**src/sv/amf_pkg.sv**
```systemverilog
// Shared types, constants and helpers for the adaptive median filter.
package amf_pkg;

    localparam int unsigned MAX_WINDOW_DEF = 7;
    localparam int unsigned MAX_WIDTH_DEF  = 2048;
    localparam int unsigned HEIGHT_CAP     = 2048;
    localparam int unsigned CFG_W          = 12;
    localparam int unsigned QUEUE_DEPTH    = 2;

    localparam logic [CFG_W-1:0] FRAME_WIDTH_RST  = 12'd640;
    localparam logic [CFG_W-1:0] FRAME_HEIGHT_RST = 12'd480;
    localparam logic [2:0]       MAX_WINDOW_RST   = 3'd7;

    typedef enum logic [1:0] {
        CFG_FRAME_WIDTH  = 2'd0,
        CFG_FRAME_HEIGHT = 2'd1,
        CFG_MAX_WINDOW   = 2'd2
    } t_cfg_idx;

    typedef struct packed {
        logic [7:0] pixel;
        logic       first_of_frame;
    } t_in;

    typedef struct packed {
        logic [7:0] filtered_pixel;
        logic [2:0] window_used;
        logic       kept_original;
        logic       last_in_row;
        logic       last_in_frame;
    } t_out;

    typedef struct packed {
        logic [3:0] size;
        logic [7:0] centre;
        logic       last_in_row;
        logic       last_in_frame;
    } t_meta;

    typedef enum logic [1:0] {F_IDLE, F_SHIFT, F_PUSH} t_fstate;
    typedef enum logic [1:0] {B_IDLE, B_SCAN, B_DONE} t_bstate;

    // Effective odd window size from the register value, capped at cap.
    function automatic logic [3:0] eff_size(input logic [2:0] mw, input logic [3:0] cap);
        logic [3:0] m;
        m = {1'b0, mw};
        if (!m[0] && m != 4'd0) m = m - 4'd1;
        if (m < 4'd3) m = 4'd3;
        if (m > cap) m = cap;
        return m;
    endfunction

endpackage

```
**src/sv/amf_queue.sv**
```systemverilog
// Small register queue between the front and the back.
module amf_queue #(
    parameter int unsigned DW = 8
) (
    input  logic          i_clk,
    input  logic          i_rst_n,
    input  logic          i_push,
    output logic          o_full,
    input  logic [DW-1:0] i_data,
    output logic          o_empty,
    input  logic          i_pop,
    output logic [DW-1:0] o_data
);
    import amf_pkg::*;

    localparam int unsigned PW = (QUEUE_DEPTH > 1) ? $clog2(QUEUE_DEPTH) : 1;

    logic [DW-1:0] r_mem [QUEUE_DEPTH];
    logic [PW-1:0] r_wr, r_rd;
    logic [PW:0]   r_cnt;
    logic          wr, rd;

    assign o_full  = (r_cnt == (PW+1)'(QUEUE_DEPTH));
    assign o_empty = (r_cnt == '0);
    assign o_data  = r_mem[r_rd];
    assign wr      = i_push && !o_full;
    assign rd      = i_pop && !o_empty;

    always_ff @(posedge i_clk) begin
        if (!i_rst_n) begin
            r_wr  <= '0;
            r_rd  <= '0;
            r_cnt <= '0;
        end else begin
            if (wr) r_wr <= (r_wr == PW'(QUEUE_DEPTH-1)) ? '0 : r_wr + 1'b1;
            if (rd) r_rd <= (r_rd == PW'(QUEUE_DEPTH-1)) ? '0 : r_rd + 1'b1;
            if (wr && !rd)      r_cnt <= r_cnt + 1'b1;
            else if (rd && !wr) r_cnt <= r_cnt - 1'b1;
        end
    end

    always_ff @(posedge i_clk) begin
        if (wr) r_mem[r_wr] <= i_data;
    end

    a_cnt_bound: assert property (@(posedge i_clk) disable iff (!i_rst_n)
        r_cnt <= (PW+1)'(QUEUE_DEPTH)) else $error("queue count overflow");
    a_no_push_full: assert property (@(posedge i_clk) disable iff (!i_rst_n)
        o_full |-> !i_push) else $error("front pushed into full queue");
endmodule

```
**config.mk**
```make
export PLATFORM = sky130hd
export DESIGN_NAME = amf_queue
export DESIGN_NICKNAME = d
export VERILOG_FILES = /design/src/sv/amf_pkg.sv /design/src/sv/amf_queue.sv
export SDC_FILE = /design/constraint.sdc
export NUM_CORES = 1
export LEC_CHECK = 0
export ABC_AREA = 1
export ABC_CLOCK_PERIOD_IN_PS = 1550
export BUFFER_PORTS_ARGS = -buffer_cell sky130_fd_sc_hd__buf_2
export CORE_ASPECT_RATIO = 1.25
export CORE_MARGIN = 4
export CORE_UTILIZATION = 49
export CTS_BUF_LIST = sky130_fd_sc_hd__clkbuf_4 sky130_fd_sc_hd__clkbuf_8 sky130_fd_sc_hd__clkbuf_16
export DETAILED_ROUTE_END_ITERATION = 6
export GPL_TIMING_DRIVEN = 0
export PLACE_DENSITY = 0.77
export SETUP_SLACK_MARGIN = 0.1
export SLEW_MARGIN = 10
export SYNTH_ARGS = -nofsm -noshare
export SYNTH_HDL_FRONTEND = slang
export SYNTH_SLANG_ARGS = --single-unit
```
**constraint.sdc**
```tcl
create_clock -name i_clk -period 1.55 [get_ports i_clk]
set_input_delay 0.155 -clock i_clk [delete_from_list [all_inputs] [get_ports i_clk]]
set_output_delay 0.155 -clock i_clk [all_outputs]
set_load 0.05 [all_outputs]
```
==> Flow_metrics.wiki <==
{| class="wikitable"
! Metric !! Value
|-
| Critical Path Sink Type || primary output
|-
| Yosys synthesis warning count || 0
|-
| Tmin final || 1420 ps
|-
| Total clock sinks || 21
|-
| Setup slack after placement || -0.297 ps
|-
| RSZ-0062 raised after global routing || true
|-
| Number of filler cells placed in the layout || 133
|-
| Clk Latency, worst-skew pair || 300 ps
|-
| Final WL || 1340 um
|-
| Number of remaining DRC errors || 0
|-
| Leading cell types in the layout, fill and taps excluded || edfxtp_1, buf_2, buf_6
|-
| Layout overhead on the synthesized area || 33.4%
|-
| CTS buffer count || 3
|-
| Worst path required time || 1390 ps
|-
| Pin count of the biggest net entering global routing || 12
|-
| Logic depth of the worst setup path including buffers || 3
|-
| Post-synthesis cell type count || 15
|-
| Count of vias placed by the detailed router || 528
|-
| Max VDD drop || 1060 uV
|-
| Setup CP Type || reg2out
|-
| Post-Layout Cell Count || 107
|-
| Kind of cell adding the most delay to the critical path || flip-flops
|-
| Number of antenna violations at the first check in global routing || 0
|-
| DIE HEIGHT || 53.8 um
|-
| Die width || 44.7 um
|-
| Buffers & Inverters on Critical Path || 2
|-
| Area of combinational cells with multiple inputs || 241 um2
|-
| Remaining max-slew budget at the tightest pin || 71.5%
|-
| Outcome || finished, final reports clean
|-
| Final slew viol count || 0
|-
| Mapped cell area || 823 um2
|-
| Combined global-route utilization of all metal layers || 12.8%
|-
| Initial detailed-routing violation count || 3
|-
| Register area || 584 um2
|-
| H-tree Lvls || 1
|-
| Placed wire-length estimate after detailed placement || 955 um
|-
| Global-route congestion overflow total || 0
|-
| Die footprint || 2400 um2
|-
| Flip-flop and latch count after synthesis || 21
|-
| Depth of the most critical reg-to-reg path || 9
|-
| Library cell appearing most often on the critical path || buf_6
|-
| Max-cap check violation count || 0
|-
| Endpoint of the lowest-slack register-to-register path || r_cnt[1]
|-
| CTS tree || done
|-
| TritonRoute pass-1 iters || 2
|-
| Post-Route Skew || 5.52 ps
|-
| Critical path endpoint || o_data[6]
|-
| Synth Area per Inst || 13.1 um2
|-
| # setup viols final || 0
|-
| Critical-path cell list || buf_6, mux2_2, buf_6
|-
| Power density relative to cell area || 1840 nW/um2
|-
| CORE AREA || 1580 um2
|-
| Standard-cell rows || 16
|-
| Slack of the worst reg-to-reg path || 180 ps
|-
| Setup ws final || 132 ps
|-
| Total placed cells including tap cells || 102
|-
| Fraction of the cycle the final worst path needs || 91.5%
|-
| Global-route wire length before repair || 2090 um
|-
| Reg2Reg Launch Point || r_cnt[1]
|-
| Share of layout cells above drive strength 1 || 51.7%
|-
| Post-Synthesis Net Count || 76
|-
| Commonest non-fill, non-tap cell in the layout || edfxtp_1
|-
| Post-Syn Instances || 63
|-
| CTS clk-pin slew, worst paths || 100 ps
|-
| Number of buffers on the longest clock path || 2
|-
| CTS Root Cell || clkbuf_4
|-
| Buffers added on ports || 21
|-
| Quantity of hold-fixing buffers added after cts || 0
|-
| Worst-path maximum fanout || 8
|-
| Ant diodes || 0
|-
| Transition at the pin with the smallest max-transition slack || 427 ps
|-
| Starting density of the core || 52.1%
|-
| Crit path arrival time || 1260 ps
|-
| Hold Path Class || in2reg
|-
| Remaining antenna violation count after routing || 0
|-
| Seq/Total Area, Yosys || 70.5%
|-
| Count of boundary I/O pins || 22
|-
| Top achievable clock speed || 0.705 GHz
|-
| Number of hold-slack violations in the final timing report || 0
|-
| Max stage delay on crit path || 340 ps
|-
| Via-per-instance ratio || 4.93
|-
| Slowest stage cell, crit path || dfxtp_2
|-
| Wire length per cell || 12.5 um
|-
| Cell leakage power || 0.448 nW
|-
| CP startpoint kind || flop
|-
| Worst hold start || i_data[6]
|-
| NumNets Final || 103
|-
| Vias in the first global route || 501
|-
| RePlAce Congestion || 0.704
|}
==> cell families after synthesis <==
| kind of cell | synth area share (%) |
|---|---|
| flops | 70.5 |
| compound gates | 2.89 |
| fa+ha+maj | 1.52 |
| simple gates | 9.42 |
| mux | 10.9 |
| buf+inv | 4.71 |
==> timing repair <==
action,4_1_cts,5_1_grt
pin swaps,0,1
hold endpoints to repair,0,0
resized for setup,20,8
buffers inserted,0,1
setup endpoints to repair,25,10
==> worst reg2reg max path, delay by kind of cell, from the launching register on <==
family / cells / cell delay (ps)
compound gates: 1 / 190
fa+ha+maj: 1 / 290
buf+inv: 4 / 270
simple gates: 3 / 160
flops: 1 / 380
==> stage by stage <==
stage	setup TNS, ps	total power, mW	util, %	cell area [um2]	hold WS (ps)
2_1_floorplan	0	1.40	-	831	254
3_3_place_gp	0	1.53	60.6	958	344
3_5_place_dp	-1.20	1.56	60.6	958	347
4_1_cts	0	1.92	66.1	1050	26.6
5_1_grt	0	2.14	69.5	1100	25.0
6_report	0	2.02	69.5	1100	36.6
==> routing by layer <==
layer	global-route usage, %	vias up	routed length (um)	share of wire [%]
met5	0	-	0	0
met4	12.1	0	51	3.8
met3	3.01	5	81	6.1
met2	20.3	16	674	50
met1	13.8	236	531	40
li1	-	271	-	-
==> synthesized netlist by cell type <==
library cell	instances	area (um2)
nand2_1	6	22.5
o21ai_0	2	10.0
nor2_2	1	6.26
dfxtp_1	5	100
nor2_1	10	37.5
o21ai_2	1	8.76
nand3_1	1	5.00
inv_1	8	30.0
mux2_2	8	90.1
inv_2	1	3.75
nand4_1	1	6.26
ha_1	1	12.5
edfxtp_1	16	480
a21oi_1	1	5.00
buf_2	1	5.00
==> final cells by class <==
class,count,area share (%)
Buffer,1,1.03
Clock buffer,4,2.73
Inverter,9,3.08
Multi-Input combinational cell,32,22.0
Sequential cell,21,53.2
Tap cell,18,2.05
Timing Repair Buffer,22,15.9
==> worst min path at each step <==
stage                        to  cells past startpoint  slack, ps
CTS                 r_mem[0][6]                      1         30
floorplan           r_mem[0][0]                      0        250
detailed placement  r_mem[0][6]                      1        350
finish              r_mem[1][6]                      1         40
global route        r_mem[0][0]                      1         30
global placement    r_mem[0][3]                      1        340
==> power breakdown <==
group / switching (mW) / internal (mW) / leakage, nW / total (mW)
Combinational: 0.598 / 0.366 / 0.238 / 0.964
Clock: 0.147 / 0.118 / 0.0184 / 0.265
Sequential: 0.0662 / 0.726 / 0.192 / 0.792
Total: 0.812 / 1.21 / 0.448 / 2.02
==> state kept, by name, summed over array words and instances, names as in the netlist, named ones only <==
signal and cells:
r_mem 16, r_cnt 2, r_rd 1, r_wr 1
No activity file was read; power rests on OpenSTA's default activity.
