<file path="src/sv/amf_pkg.sv">
// Shared types, constants and helpers for the adaptive median filter.
package amf_pkg;

    localparam int unsigned MAX_WINDOW_DEF = 7;
    localparam int unsigned MAX_WIDTH_DEF  = 2048;
    localparam int unsigned HEIGHT_CAP     = 2048;
    localparam int unsigned CFG_W          = 12;
    localparam int unsigned QUEUE_DEPTH    = 2;

    localparam logic [CFG_W-1:0] FRAME_WIDTH_RST  = 12'd640;
    localparam logic [CFG_W-1:0] FRAME_HEIGHT_RST = 12'd480;
    localparam logic [2:0]       MAX_WINDOW_RST   = 3'd7;

    typedef enum logic [1:0] {
        CFG_FRAME_WIDTH  = 2'd0,
        CFG_FRAME_HEIGHT = 2'd1,
        CFG_MAX_WINDOW   = 2'd2
    } t_cfg_idx;

    typedef struct packed {
        logic [7:0] pixel;
        logic       first_of_frame;
    } t_in;

    typedef struct packed {
        logic [7:0] filtered_pixel;
        logic [2:0] window_used;
        logic       kept_original;
        logic       last_in_row;
        logic       last_in_frame;
    } t_out;

    typedef struct packed {
        logic [3:0] size;
        logic [7:0] centre;
        logic       last_in_row;
        logic       last_in_frame;
    } t_meta;

    typedef enum logic [1:0] {F_IDLE, F_SHIFT, F_PUSH} t_fstate;
    typedef enum logic [1:0] {B_IDLE, B_SCAN, B_DONE} t_bstate;

    // Effective odd window size from the register value, capped at cap.
    function automatic logic [3:0] eff_size(input logic [2:0] mw, input logic [3:0] cap);
        logic [3:0] m;
        m = {1'b0, mw};
        if (!m[0] && m != 4'd0) m = m - 4'd1;
        if (m < 4'd3) m = 4'd3;
        if (m > cap) m = cap;
        return m;
    endfunction

endpackage

</file>
<file path="src/sv/amf_back.sv">
// Back: per-size min, max and median by a bitwise rank search over a rotating window.
module amf_back #(
    parameter int unsigned MAX_WINDOW = amf_pkg::MAX_WINDOW_DEF
) (
    input  logic           i_clk,
    input  logic           i_rst_n,
    input  logic           i_q_empty,
    output logic           o_q_pop,
    input  logic [(((MAX_WINDOW-1)/2)*2+1)**2*8-1:0] i_q_win,
    input  amf_pkg::t_meta i_q_meta,
    output logic           o_empty,
    input  logic           i_pop,
    output amf_pkg::t_out  o_item
);
    import amf_pkg::*;

    localparam int unsigned WIN   = ((MAX_WINDOW - 1) / 2) * 2 + 1;
    localparam int unsigned CELLS = WIN * WIN;
    localparam int unsigned IW    = $clog2(WIN);
    localparam int unsigned CNTW  = $clog2(CELLS + 1);

    t_bstate r_state, n_state;
    logic [7:0]      r_ring [CELLS];
    logic [3:0]      r_m, r_k;
    logic [2:0]      r_bit;
    logic [IW-1:0]   r_pr, r_pc;
    logic [CNTW-1:0] r_cnt;
    logic [7:0]      r_cand, r_lo, r_hi, r_centre, r_res;
    logic            r_lir, r_lif, r_kept;
    logic [2:0]      r_used;
    logic            r_out_valid;
    t_out            r_out;

    logic [3:0]      rad, cy, kr, lo_b, hi_b;
    logic            inreg, inc, end_pass, le, found, keep;
    logic [7:0]      head, t, cand_n, lo_n, hi_n, kidx;
    logic [CNTW-1:0] cnt_n;

    assign o_q_pop = (r_state == B_IDLE) && !i_q_empty;
    assign o_empty = !r_out_valid;
    assign o_item  = r_out;
    assign head    = r_ring[0];

    always_comb begin
        rad      = (r_m - 4'd1) >> 1;
        cy       = 4'(WIN - 1) - rad;
        kr       = (r_k - 4'd1) >> 1;
        lo_b     = cy - kr;
        hi_b     = cy + kr;
        inreg    = (4'(r_pr) >= lo_b) && (4'(r_pr) <= hi_b) &&
                   (4'(r_pc) >= lo_b) && (4'(r_pc) <= hi_b);
        t        = r_cand | (8'd1 << r_bit);
        inc      = inreg && (head < t);
        cnt_n    = r_cnt + CNTW'(inc);
        kidx     = (8'(r_k) * 8'(r_k)) >> 1;
        le       = (8'(cnt_n) <= kidx);
        cand_n   = le ? t : r_cand;
        lo_n     = (r_bit == 3'd7 && inreg && head < r_lo) ? head : r_lo;
        hi_n     = (r_bit == 3'd7 && inreg && head > r_hi) ? head : r_hi;
        end_pass = (r_pr == IW'(WIN-1)) && (r_pc == IW'(WIN-1));
        found    = (r_lo < cand_n) && (cand_n < r_hi);
        keep     = (r_lo < r_centre) && (r_centre < r_hi);
    end

    always_comb begin
        n_state = r_state;
        case (r_state)
            B_IDLE: if (!i_q_empty) n_state = B_SCAN;
            B_SCAN: if (end_pass && r_bit == 3'd0 && (found || r_k >= r_m)) n_state = B_DONE;
            B_DONE: if (!r_out_valid || i_pop) n_state = B_IDLE;
            default: n_state = B_IDLE;
        endcase
    end

    always_ff @(posedge i_clk) begin
        if (!i_rst_n) begin
            r_state     <= B_IDLE;
            r_out_valid <= 1'b0;
        end else begin
            r_state <= n_state;
            if (r_state == B_DONE && (!r_out_valid || i_pop)) r_out_valid <= 1'b1;
            else if (i_pop) r_out_valid <= 1'b0;
        end
    end

    always_ff @(posedge i_clk) begin
        case (r_state)
            B_IDLE: begin
                if (o_q_pop) begin
                    for (int unsigned i = 0; i < CELLS; i++) r_ring[i] <= i_q_win[i*8 +: 8];
                    r_m      <= i_q_meta.size;
                    r_centre <= i_q_meta.centre;
                    r_lir    <= i_q_meta.last_in_row;
                    r_lif    <= i_q_meta.last_in_frame;
                    r_k      <= 4'd3;
                    r_bit    <= 3'd7;
                    r_pr     <= '0;
                    r_pc     <= '0;
                    r_cnt    <= '0;
                    r_cand   <= '0;
                    r_lo     <= 8'hFF;
                    r_hi     <= 8'h00;
                end
            end
            B_SCAN: begin
                // Rotate so every cell passes the head once per pass.
                for (int unsigned i = 0; i < CELLS - 1; i++) r_ring[i] <= r_ring[i+1];
                r_ring[CELLS-1] <= r_ring[0];
                if (r_pc == IW'(WIN-1)) begin
                    r_pc <= '0;
                    r_pr <= (r_pr == IW'(WIN-1)) ? '0 : r_pr + 1'b1;
                end else begin
                    r_pc <= r_pc + 1'b1;
                end
                if (!end_pass) begin
                    r_cnt <= cnt_n;
                    r_lo  <= lo_n;
                    r_hi  <= hi_n;
                end else if (r_bit != 3'd0) begin
                    r_bit  <= r_bit - 3'd1;
                    r_cnt  <= '0;
                    r_cand <= cand_n;
                    r_lo   <= lo_n;
                    r_hi   <= hi_n;
                end else if (found) begin
                    r_res  <= keep ? r_centre : cand_n;
                    r_kept <= keep;
                    r_used <= r_k[2:0];
                end else if (r_k >= r_m) begin
                    r_res  <= cand_n;
                    r_kept <= 1'b0;
                    r_used <= r_m[2:0];
                end else begin
                    // Grow the window and restart the search.
                    r_k    <= r_k + 4'd2;
                    r_bit  <= 3'd7;
                    r_cnt  <= '0;
                    r_cand <= '0;
                    r_lo   <= 8'hFF;
                    r_hi   <= 8'h00;
                end
            end
            default: ;
        endcase
        if (r_state == B_DONE && (!r_out_valid || i_pop)) begin
            r_out.filtered_pixel <= r_res;
            r_out.window_used    <= r_used;
            r_out.kept_original  <= r_kept;
            r_out.last_in_row    <= r_lir;
            r_out.last_in_frame  <= r_lif;
        end
    end

    a_size_ok: assert property (@(posedge i_clk) disable iff (!i_rst_n)
        r_state == B_SCAN |-> (r_k[0] && r_k <= r_m && r_k >= 4'd3))
        else $error("window size out of range during scan");
endmodule

</file>
<file path="config.mk">
export PLATFORM = sky130hd
export DESIGN_NAME = amf_back
export DESIGN_NICKNAME = d
export VERILOG_FILES = /design/src/sv/amf_pkg.sv /design/src/sv/amf_back.sv
export SDC_FILE = /design/constraint.sdc
export NUM_CORES = 1
export LEC_CHECK = 0
export BUFFER_PORTS_ARGS = -buffer_cell sky130_fd_sc_hd__buf_2
export CAP_MARGIN = 20
export CORE_MARGIN = 8
export CORE_UTILIZATION = 25
export DETAILED_ROUTE_END_ITERATION = 12
export PLACE_DENSITY = 0.53
export SLEW_MARGIN = 20
export SYNTH_ARGS = -nofsm -noshare
export SYNTH_HDL_FRONTEND = slang
export SYNTH_SLANG_ARGS = --single-unit
</file>
<file path="constraint.sdc">
create_clock -name i_clk -period 30.5 [get_ports i_clk]
set_input_delay 3.05 -clock i_clk [delete_from_list [all_inputs] [get_ports i_clk]]
set_output_delay 3.05 -clock i_clk [all_outputs]
set_load 0.01 [all_outputs]
</file>
==> results of run 1 <==
==> through the flow <==
step	std cells	area (um2)	util (%)	total power (W)
2_1_floorplan	2197	22300	-	0.00124
3_3_place_gp	3705	25700	29.0	0.00135
3_5_place_dp	3705	25700	29.0	0.00136
4_1_cts	3811	27600	31.1	0.00206
5_1_grt	3821	27600	31.2	0.00214
6_report	3822	27600	31.2	0.00203
==> area by class of cell <==
class | count | area share, %
multi-input cells | 1568 | 27.1
diodes | 10 | 0.0907
clock inverters | 31 | 1.21
repair buffers | 442 | 8.23
inverters | 54 | 0.743
clock buffers | 75 | 5.53
flip-flops and latches | 477 | 51.8
well taps | 1165 | 5.28
==> per-layer routing <==
| layer | GRT usage (%) | vias to the layer above | share of wire (%) |
|---|---|---|---|
| met2 | 21.3 | 441 | 46 |
| met5 | 0 | - | 0.057 |
| met4 | 4.71 | 6 | 2.8 |
| met1 | 18.0 | 7564 | 46 |
| met3 | 2.57 | 121 | 5.3 |
| li1 | - | 8110 | - |
==> worst max path at each step <==
stage,cells after the start,end
2_1_floorplan,5,r_ring[0][0]
3_3_place_gp,4,o_q_pop
3_5_place_dp,4,o_q_pop
4_1_cts,4,o_q_pop
5_1_grt,32,r_res[5]
6_report,4,o_q_pop
==> Yosys cell counts (6+ instances only) <==
| cell | n | area (um2) |
|---|---|---|
| nand2_1 | 1215 | 4560 |
| edfxtp_1 | 474 | 14200 |
| ha_1 | 99 | 1240 |
| clkbuf_1 | 92 | 345 |
| inv_1 | 51 | 191 |
| nor2_1 | 38 | 143 |
| a21oi_1 | 30 | 150 |
| o21ai_0 | 27 | 135 |
| nand3_1 | 24 | 120 |
| mux2i_1 | 14 | 140 |
| nor2b_1 | 13 | 81.3 |
| a21o_1 | 11 | 82.6 |
| nand2b_1 | 10 | 62.6 |
| xnor2_1 | 8 | 70.1 |
| nand4_1 | 6 | 37.5 |
| nor3_1 | 6 | 30.0 |
| xor2_1 | 6 | 52.6 |
==> logic make-up (layout without fill, tap and decap cells) <==
group | Yosys count | count (layout)
AO/OA/AOI/OAI | 107 | 107
XOR/XNOR | 14 | 14
adder cells (fa/ha/maj) | 102 | 102
buffers and inverters | 152 | 602
flip-flops | 477 | 477
multiplexers | 14 | 14
other | 0 | 10
AND/OR/NAND/NOR | 1331 | 1331
==> state kept, by name (all words and copies together), names as in the netlist, 3 cells and up <==
signal and count:
o_item 14, r_ring 392, r_cand 8, r_pc 3, r_lo 8, r_k 3, r_used 3, r_m 4
r_bit 3, r_res 8, r_cnt 6, r_hi 8, r_centre 8, r_pr 3
==> power by group <==
part,leakage (nW),switching (W),total (W),internal [W]
Sequential,4.71,0.0000476,0.000944,0.000896
Clock,0.891,0.000286,0.000683,0.000397
Combinational,6.91,0.000264,0.000399,0.000135
Total,12.5,0.000597,0.00203,0.00143
==> qor.yml, run 1 <==
global_route:
  grt_remaining_overflow: 0
  grtUsageTotal_pct: 13.3
  first_global_vias: 16700
  grt_max_degree: 150
  grt_pass1_wl_um: 102000
  antenna_found_initial: 16
synthesis:
  synth_xor_area_share_pct: 0.549
  synth_compound_area_share_pct: 3.19
  async_flop_share_pct: 0
  synth_edf_count: 474
  syn_area_um2: 22300
  syn-num-nets: 2708
  synthCells: 2197
  yosys.cell_types.count: 58
  synth_warnings: 0
  ys_seq_area_share_pct: 64.0
  yosys.area_share.simple_pct: 23.2
  synth_mux_area_share_pct: 0.627
  synth-seq-cells: 477
  avgSynthCellArea_um2: 10.2
  synth_top_family_by_area: "simple AND/OR/NAND/NOR gates"
  synth-adder-area-share_pct: 5.78
  ys_dominant_reg_cell: "edfxtp_1"
sta:
  worst_slack_ns: 22.64
  setup_viol: 0
  maxSlewHeadroom_pct: 26.4
  hold_viol: 0
  hold_slack_ns: 0.417
  min_period_ns: 7.86
  tns_ns: 0
  worstMarginPinSlew_ns: 1.10
  fmax_mhz: 127
  drv_slew: 0
  rsz0062_at_grt: "false"
  timing.final.crit_share_pct: 25.8
  finalClockSkew_ns: 0.0209
worst_setup_path:
  rr_endpoint: "r_res[5]"
  worst_ep_required_time_ns: 27.45
  crit_path_frequent_cell: "buf_2"
  cp.arrival_ns: 4.81
  worst_setup_path_end_kind: "primary output"
  cpMaxStageDelayCell: "inv_4"
  ff2ff_setup_slack_ns: 22.70
  cp_max_fo: 70
  slowest_delay_ns: 0.72
  critPathKind: "in2out"
  crit_buf_inv: 3
  crit_chain: "buf_2 > or3_4 > inv_4 > buf_2"
  cp-start-kind: "input port"
  r2r_start: "r_m[0]"
  r2r_cells: 32
  critPathLaunch: "i_q_empty"
  cp_top_family: "buffers and inverters"
final_layout:
  fillers: 9251
  multi_input_area_um2: 7490
  syn_to_final_growth_pct: 23.6
  layout_commonest_cell: "nand2_1"
  nNetsFinal: 3112
  layout.cells.most_common_list: "nand2_1, edfxtp_1, buf_2"
  seq_area_um2: 14300
  drive_gt1_share_pct: 20.6
hold_path:
  hold_start: "r_used[0]"
  whs_endpoint: "o_item[3]"
  min_path_cells: 0
  min_path_type: "reg2reg"
pwr:
  power_density_nw_per_um2: 73.4
  ir_worst_vdd_uv: 44.7
  power_leakage_nw: 12.5
clock_tree:
  cts_made_buffers: 58
  ctsHoldBuffers: 0
  clk_pin_slew_worst_paths_ns: 0.06
  clockRootBuffer: "clkbuf_16"
  htree_levels: 2
  cts_tree: "built"
  cts.sinks: 477
  cts_resized: 0
  clockBufferDepth: 3
  cts_setup_buffers: 0
  clkLatencyLatePin_ns: 0.61
floorplanning:
  die_x_um: 315
  initial_core_util_pct: 25.2
  rows: 109
  die_h_um: 315
  die-area_um2: 99100
  core_area_um2: 88500
  pin_count: 426
detailed_routing:
  ant_nets: 0
  dr.pass1.iters: 6
  drt_iter0_drc: 1516
  drt_wl_total_um: 68800
  wl_per_cell_um: 18.0
  drt-vias-per-instance: 4.25
  vias: 16200
  drc_errors: 0
status:
  status: "completed"
flow_run:
  maxCapViolCount: 0
placement:
  routabilityCongestion: 0.828
  hpwl_um: 48900
  port_buffers: 425
  place_ws_ns: 22.57
(Power assumes the default switching activity.)
==> run 2, diff against run 1 <==
==> constraint.sdc (replaced) <==
create_clock -name i_clk -period 7.7 [get_ports i_clk]
set_input_delay 0.77 -clock i_clk [delete_from_list [all_inputs] [get_ports i_clk]]
set_output_delay 0.77 -clock i_clk [all_outputs]
set_load 0.01 [all_outputs]
==> run 2 against run 1 <==
Net effect:
- final cell count up 0.63%
- combinational power increased to 4.2 times the previous value
- cell area up 1.4%
- core utilization rose by 0.43 points
- routed wire length rose by 0.76%
- clock-buffer cell count is 7 lower
- clock skew grew 0.056 ns
- clock power grew to 4.0 times the previous value
- global-route usage grew 0.077 points
- sequential power rose to 4.0 times the previous value
- via count grew 1.4%
- first-iteration DRC count decreased by 6.9%
- critical endpoint is now r_hi[1]
- highest routed layer unchanged
==> qor.yml, run 2 (synthesized netlist as in run 1, its figures left out) <==
placement:
  port_buffers: 425
  routabilityCongestion: 0.780
  hpwl_um: 48500
  place_inst: 3706
  place_area_um2: 25800
detailed_routing:
  ant_nets: 0
  drt-vias-per-instance: 4.28
  vias: 16500
  dr.pass1.iters: 6
  wl_per_cell_um: 18.0
  drt_wl_total_um: 69400
  drc_errors: 0
  drt_iter0_drc: 1411
clock_tree:
  clockRootBuffer: "clkbuf_16"
  cts_made_buffers: 58
  clkLatencyLatePin_ns: 0.65
  cts_tree: "built"
  htree_levels: 2
  cts.sinks: 477
  clk_pin_slew_worst_paths_ns: 0.07
  clockBufferDepth: 3
floorplanning:
  die-area_um2: 99100
  die_h_um: 315
  rows: 109
  core_area_um2: 88500
  initial_core_util_pct: 25.2
  pin_count: 426
  die_x_um: 315
status:
  status: "completed"
final_layout:
  largest_register: "r_ring"
  layout_commonest_cell: "nand2_1"
  final_area_um2: 28000
  drive_gt1_share_pct: 22.0
  nNetsFinal: 3133
  syn_to_final_growth_pct: 25.3
  largest_reg_flops: 392
  layout.cells.most_common_list: "nand2_1, edfxtp_1, buf_2"
  fillers: 9178
  finalNonFillerCells: 3846
worst_setup_path:
  crit_path_frequent_cell: "ha_1"
  cp.arrival_ns: 7.61
  cp_max_fo: 8
  critPathKind: "reg2reg"
  slowest_delay_ns: 0.43
  ff2ff_setup_slack_ns: 0.44
  worst_setup_path_end_kind: "flop"
  cp-start-kind: "flop"
  worst_ep_required_time_ns: 8.05
  cpMaxStageDelayCell: "edfxtp_1"
global_route:
  first_global_vias: 16600
  antenna_found_initial: 22
  grt_max_degree: 195
  grt_remaining_overflow: 0
  grt_pass1_wl_um: 102000
  grtUsageTotal_pct: 13.4
sta:
  timing.final.crit_share_pct: 94.3
  finalClockSkew_ns: 0.0770
  tns_ns: 0
  min_period_ns: 7.26
  worstMarginPinSlew_ns: 0.960
  drv_slew: 0
  fmax_mhz: 138
  hold_viol: 0
  setup_viol: 0
  hold_slack_ns: 0.302
  maxSlewHeadroom_pct: 36.0
pwr:
  p_total_w: 0.00818
  ir_worst_vdd_uv: 183
  power_density_nw_per_um2: 292
  power_leakage_nw: 12.7
flow_run:
  maxCapViolCount: 0
hold_path:
  min_path_type: "in2reg"
==> run 2: changes by cell type in the layout (fill, tap and decap cells not counted), sizes merged <==
| cell | delta |
|---|---|
| clkinv | +7 |
| and4 | +1 |
| diode | +2 |
| buf | +19 |
| clkinvlp | +1 |
| clkbuf | -6 |
==> run 2: power breakdown <==
part	switching, W	leakage [nW]	internal [W]
Clock	0.00118	0.925	0.00158
Combinational	0.00108	7.05	0.000603
Sequential	0.000184	4.71	0.00355
Total	0.00245	12.7	0.00573
==> run 2: critical path, delay by kind of cell (launching register included) <==
family / cells / cell delay [ns]
adders and majority gates: 9 / 2.28
buffers and inverters: 6 / 0.88
xor gates and xnor gates: 5 / 0.90
AOI/OAI and AO/OA: 7 / 1.35
and+or+nand+nor: 10 / 1.11
DFF: 1 / 0.43
==> run 2: worst paths after layout <==
check,start,endpoint,depth (start not counted)
max,r_m[1],r_hi[1],37
min reg2reg,r_res[2],o_item[8],0
max reg2reg,r_m[1],r_hi[1],37
min,i_q_meta[8],r_centre[6],1
==> run 2: per-stage QoR <==
stage	utilization, %	worst slack [ns]
2_1_floorplan	-	0.664
3_3_place_gp	29.1	-0.00185
3_5_place_dp	29.1	-0.110
4_1_cts	31.3	0.0229
5_1_grt	31.6	-0.0559
6_report	31.6	0.442
==> run 2: what timing repair did <==
item                       in CTS  in global routing
cloned                          0                  2
setup endpoints to repair      33                 62
pin swaps                       1                  8
setup buffers                   0                 17
hold buffers                    0                  0
resized for setup               1                 17
==> run 2: final cells by class <==
class	count	area [um2]	share of cell area [%]
multi-input combinational	1569	7570	27.1
sequential	477	14300	51.1
inverter	54	205	0.733
tap	1165	1460	5.21
clock inverter	39	405	1.45
timing repair buffer	462	2500	8.95
antenna	12	30.0	0.107
clock buffer	68	1510	5.39
==> run 2: routing by layer <==
| metal | GRT usage, % | part of all wire, % |
|---|---|---|
| met5 | 0 | 0.074 |
| met4 | 4.27 | 2.2 |
| met3 | 3.22 | 6.0 |
| met2 | 21.7 | 48 |
| met1 | 17.6 | 44 |
